$ cat config.mk
export PLATFORM = sky130hd
export DESIGN_NAME = lzwd_ctrl
export DESIGN_NICKNAME = d
export VERILOG_FILES = /design/src/rtl/core/lzwd_pkg.sv /design/src/rtl/core/lzwd_ctrl.sv
export SDC_FILE = /design/constraint.sdc
export NUM_CORES = 1
export LEC_CHECK = 0
export ABC_AREA = 1
export BUFFER_PORTS_ARGS = -buffer_cell sky130_fd_sc_hd__buf_4
export CORE_AREA = 4 4 41 43
export DETAILED_ROUTE_END_ITERATION = 10
export DIE_AREA = 0 0 45 47
export PLACE_DENSITY = 0.61
export SLEW_MARGIN = 20
export SYNTH_ARGS = -nofsm -noshare
export SYNTH_HDL_FRONTEND = slang
export SYNTH_SLANG_ARGS = --single-unit
$ cat constraint.sdc
create_clock -name clk -period 3.5 [get_ports clk]
set_clock_uncertainty 0.15 [all_clocks]
set_input_delay 0.7 -clock clk [delete_from_list [all_inputs] [get_ports clk]]
set_output_delay 0.7 -clock clk [all_outputs]
set_load 0.05 [all_outputs]
$ cat src/rtl/core/lzwd_pkg.sv
package lzwd_pkg;

  // Field widths of the stream payload
  localparam int unsigned CODE_IN_W = 12;
  localparam int unsigned BYTE_W    = 8;

  // Codes below this value are single-byte literals
  localparam int unsigned LIT_COUNT = 256;

  // in_tuser: what the transfer asks for
  localparam logic ACT_CODE = 1'b0;
  localparam logic ACT_PULL = 1'b1;

  // out_tuser: result kind
  typedef enum logic [1:0] {
    KIND_BYTE     = 2'd0,
    KIND_END      = 2'd1,
    KIND_REJECT   = 2'd2,
    KIND_TOO_LONG = 2'd3
  } kind_t;

  // Controller -> datapath
  typedef struct packed {
    logic pop;         // pull: drop count, read top of stack
    logic reject;      // stage a reject result
    logic first;       // first code: push its low byte as a literal
    logic fin;         // end code: mark finished, stage end result
    logic walk_start;  // begin a chain walk, issue first table read
    logic kwkwk;       // with walk_start: code not yet defined
    logic push;        // one walk step: push a byte, follow prefix
    logic done;        // last walk step: add dictionary entry
    logic abort;       // stack overflow: drop stack, stage error
    logic emit;        // move staged result into output register
  } cmd_t;

  // Datapath -> controller
  typedef struct packed {
    logic cnt_zero;    // nothing pending on the stack
    logic cnt_full;    // stack holds its full depth
    logic finished;    // end code seen
    logic seen;        // first code taken
    logic code_end;    // incoming code is all ones
    logic code_undef;  // incoming code not yet in the dictionary
    logic literal;     // walk reached a code below 256
    logic out_room;    // output register can take a result
  } sts_t;

endpackage

$ cat src/rtl/core/lzwd_ctrl.sv
module lzwd_ctrl (
  input  logic            clk,
  input  logic            rst_n,
  input  logic            in_tvalid,
  input  logic            in_action,
  output logic            in_tready,
  input  lzwd_pkg::sts_t  sts,
  output lzwd_pkg::cmd_t  cmd
);

  typedef enum logic [2:0] {
    ST_IDLE = 3'b001,
    ST_WALK = 3'b010,
    ST_EMIT = 3'b100
  } state_t;

  state_t state_r, state_nxt;

  always_ff @(posedge clk) begin
    if (!rst_n) begin
      state_r <= ST_IDLE;
    end else begin
      state_r <= state_nxt;
    end
  end

  always_comb begin
    state_nxt = state_r;
    cmd       = '0;
    in_tready = 1'b0;
    case (state_r)
      ST_IDLE: begin
        in_tready = 1'b1;
        if (in_tvalid) begin
          if (in_action == lzwd_pkg::ACT_PULL) begin
            if (!sts.cnt_zero) begin
              cmd.pop   = 1'b1;
              state_nxt = ST_EMIT;
            end
          end else if (sts.finished || !sts.cnt_zero) begin
            cmd.reject = 1'b1;
            state_nxt  = ST_EMIT;
          end else if (!sts.seen) begin
            cmd.first = 1'b1;
          end else if (sts.code_end) begin
            cmd.fin   = 1'b1;
            state_nxt = ST_EMIT;
          end else begin
            cmd.walk_start = 1'b1;
            cmd.kwkwk      = sts.code_undef;
            state_nxt      = ST_WALK;
          end
        end
      end
      ST_WALK: begin
        if (sts.cnt_full) begin
          cmd.abort = 1'b1;
          state_nxt = ST_EMIT;
        end else begin
          cmd.push = 1'b1;
          if (sts.literal) begin
            cmd.done  = 1'b1;
            state_nxt = ST_IDLE;
          end
        end
      end
      ST_EMIT: begin
        if (sts.out_room) begin
          cmd.emit  = 1'b1;
          state_nxt = ST_IDLE;
        end
      end
      default: begin
        state_nxt = ST_IDLE;
      end
    endcase
  end

endmodule

==> flow_metrics.py <==
metrics = {
    "route": {
        "wirelength_um": 969,
        "vias": 453,
        "viasPerCell": 4.485,
        "route.detailed.wl_per_inst_um": 9.594,
        "drt-initial-drc-count": 2,
        "ant_nets": 0,
        "drc": 0,
        "dr.pass1.iters": 3,
    },
    "power_and_ir_drop": {
        "vdd_ir_drop_max_mv": 0.3990,
        "power.density_mw_per_mm2": 703.1,
        "power_leakage_uw": 0.0003128,
    },
    "worst_hold_path": {
        "holdPathEnd": "state_r[0]",
        "hold_depth": 2,
        "worstHoldStart": "state_r[0]",
        "hold_class": "register to register",
    },
    "final_layout": {
        "regArea_um2": 60.06,
        "largest_reg_flops": 3,
        "fillers": 140,
        "top_register": "state_r",
        "final_layout_size_suffix_gt1_frac": 0.3372,
        "final_cell_mix": "buf_4 (22), nand2_1 (14), nor2_1 (12)",
        "multiInputGateArea_um2": 226.5,
        "largest_registers": "state_r x3",
        "area_growth_pct": 63.40,
        "layout_commonest_cell": "buf_4",
        "diodes": 0,
        "nets": 99,
    },
    "worst_setup_path": {
        "worstPathBufferInverterCount": 2,
        "cpMaxStageDelayCell": "dfxtp_1",
        "crit_family": "simple AND/OR/NAND/NOR gates",
        "path_max_fanout": 5,
        "reg2reg_from": "state_r[0]",
        "crit_chain": "inv_2 > nor3_4 > nand4_2 > nor3_2 > and2_1 > buf_4",
        "endpoint_kind": "output port",
        "crit_type": "register to output port",
        "critPathMaxStageDelay_ns": 0.38,
        "worstPathRequired_ns": 2.65,
        "reg2regPathDepth": 7,
        "cp.arrival_ns": 1.56,
        "rrSetupSlack_ns": 2.08,
        "start_kind": "register",
        "r2r-end": "state_r[2]",
    },
    "placement": {
        "hpwlAfterDp_um": 822.1,
        "gp_congestion": 0.8209,
        "portBuffers": 22,
    },
    "grt": {
        "antenna_found_initial": 0,
        "grt_overflow_total": 0,
        "grt_max_degree": 6,
        "first_global_vias": 398,
        "grt_first_pass_wirelength_mm": 1.642,
        "grt_usage": 0.1073,
    },
    "floorplan": {
        "die_w_um": 45,
        "core-area_mm2": 0.001301,
        "die_y_um": 47,
        "row_count": 13,
        "start_util": 0.2548,
        "io_pins": 23,
        "die_area_mm2": 0.002115,
    },
    "clock_tree": {
        "root_buffer": "clkbuf_4",
        "cts_resized": 0,
        "cts_tree": "built",
        "cts_max_level": 1,
        "cts.sinks": 3,
        "cts_inserted_buffers": 3,
        "clk_latency_ns": 0.23,
        "clk_pin_slew_worst_paths_ns": 0.04,
        "clk_path_buf_depth": 2,
        "postCtsHoldBufs": 0,
        "post-cts-setup-buffer-count": 0,
    },
    "timing": {
        "period_share": 0.6891,
        "hold_ws_ns": 0.3829,
        "max_slew_margin": 0.8152,
        "rsz0062_at_grt": "false",
        "drv_slew": 0,
        "setup-violations-final": 0,
        "layout_min_cycle_time_ns": 2.412,
        "finalHoldViolCount": 0,
        "setup_tns_ns": 0,
        "tightest_slew_ns": 0.2751,
        "max_freq_ghz": 0.4146,
    },
    "yosys": {
        "synth_cells": 60,
        "ys_types": 16,
        "ys_seq_area_frac": 0.1811,
        "synth_area_um2": 331.6,
        "yosys_warnings": 0,
        "syn_nets": 72,
        "avgSynthCellArea_um2": 5.526,
        "synth.area.top_cells": "dfxtp_1 (18%), nand2_1 (16%), nor2_1 (14%)",
        "yosys.area.top_type": "dfxtp_1",
        "synth-seq-cells": 3,
        "synth_top_area_share": 0.1811,
    },
    "flow_run": {
        "maxCapViolCount": 0,
    },
    "outcome": {
        "status": "finished clean",
    },
}
[logic make-up after synthesis]
group,Yosys count,synth area share
compound gates,2,0.03396
flops,3,0.1811
simple gates,43,0.6490
buf+inv,12,0.1358
[cell usage after synthesis]
cell type and instances:
a21oi_1 1, and2_1 1, dfxtp_1 3, inv_1 11
inv_2 1, nand2_1 14, nand3_1 7, nand4_1 2
nand4_2 1, nor2_1 12, nor3_1 1, nor3_2 1
nor3_4 1, nor3b_1 1, nor4_1 2, o22ai_1 1
[final cells by class]
class	count	share of cell area
multi-input combinational	45	0.4180
inverter	12	0.08314
sequential	3	0.1109
timing repair buffer	22	0.3048
clock buffer	4	0.04850
tap	15	0.03464
[tightest hold or removal path, stage by stage (launching register included)]
cell and delay, ns:
dfxtp_1 0.33, nand2_1 0.07, nand3_1 0.07
[where the power goes]
part	switching, uW	leakage (uW)	internal (uW)
logic	167	0.000273	81.7
clock network	16.6	0.0000150	42.6
registers	23.0	0.0000249	50.4
[per-layer routing]
layer,vias to the layer above,GRT usage,part of all wire
met5,-,0,0
met3,0,0.04215,0.11
met4,0,0.07018,0
met2,19,0.1638,0.41
met1,185,0.1247,0.48
li1,249,-,-
[metrics by stage]
step | power, uW | std cells | setup WS, ns | cell area (um2) | util
floorplan | 256.9 | 60 | 0.07393 | 331.6 | -
global placement | 322.4 | 97 | 1.105 | 515.5 | 0.3962
detailed placement | 323.1 | 97 | 1.099 | 515.5 | 0.3962
CTS | 386.2 | 101 | 1.072 | 541.8 | 0.4163
global route | 414.3 | 101 | 0.9292 | 541.8 | 0.4163
finish | 380.9 | 101 | 1.088 | 541.8 | 0.4163
[worst max path at each step]
stage	cells after the start	to	startpoint
2_1_floorplan	4	cmd[9]	state_r[0]
3_3_place_gp	6	cmd[4]	in_action
3_5_place_dp	6	cmd[4]	in_action
4_1_cts	6	cmd[4]	state_r[0]
5_1_grt	6	cmd[4]	state_r[0]
6_report	6	cmd[4]	state_r[0]
Power figures use the tool's default switching activity.
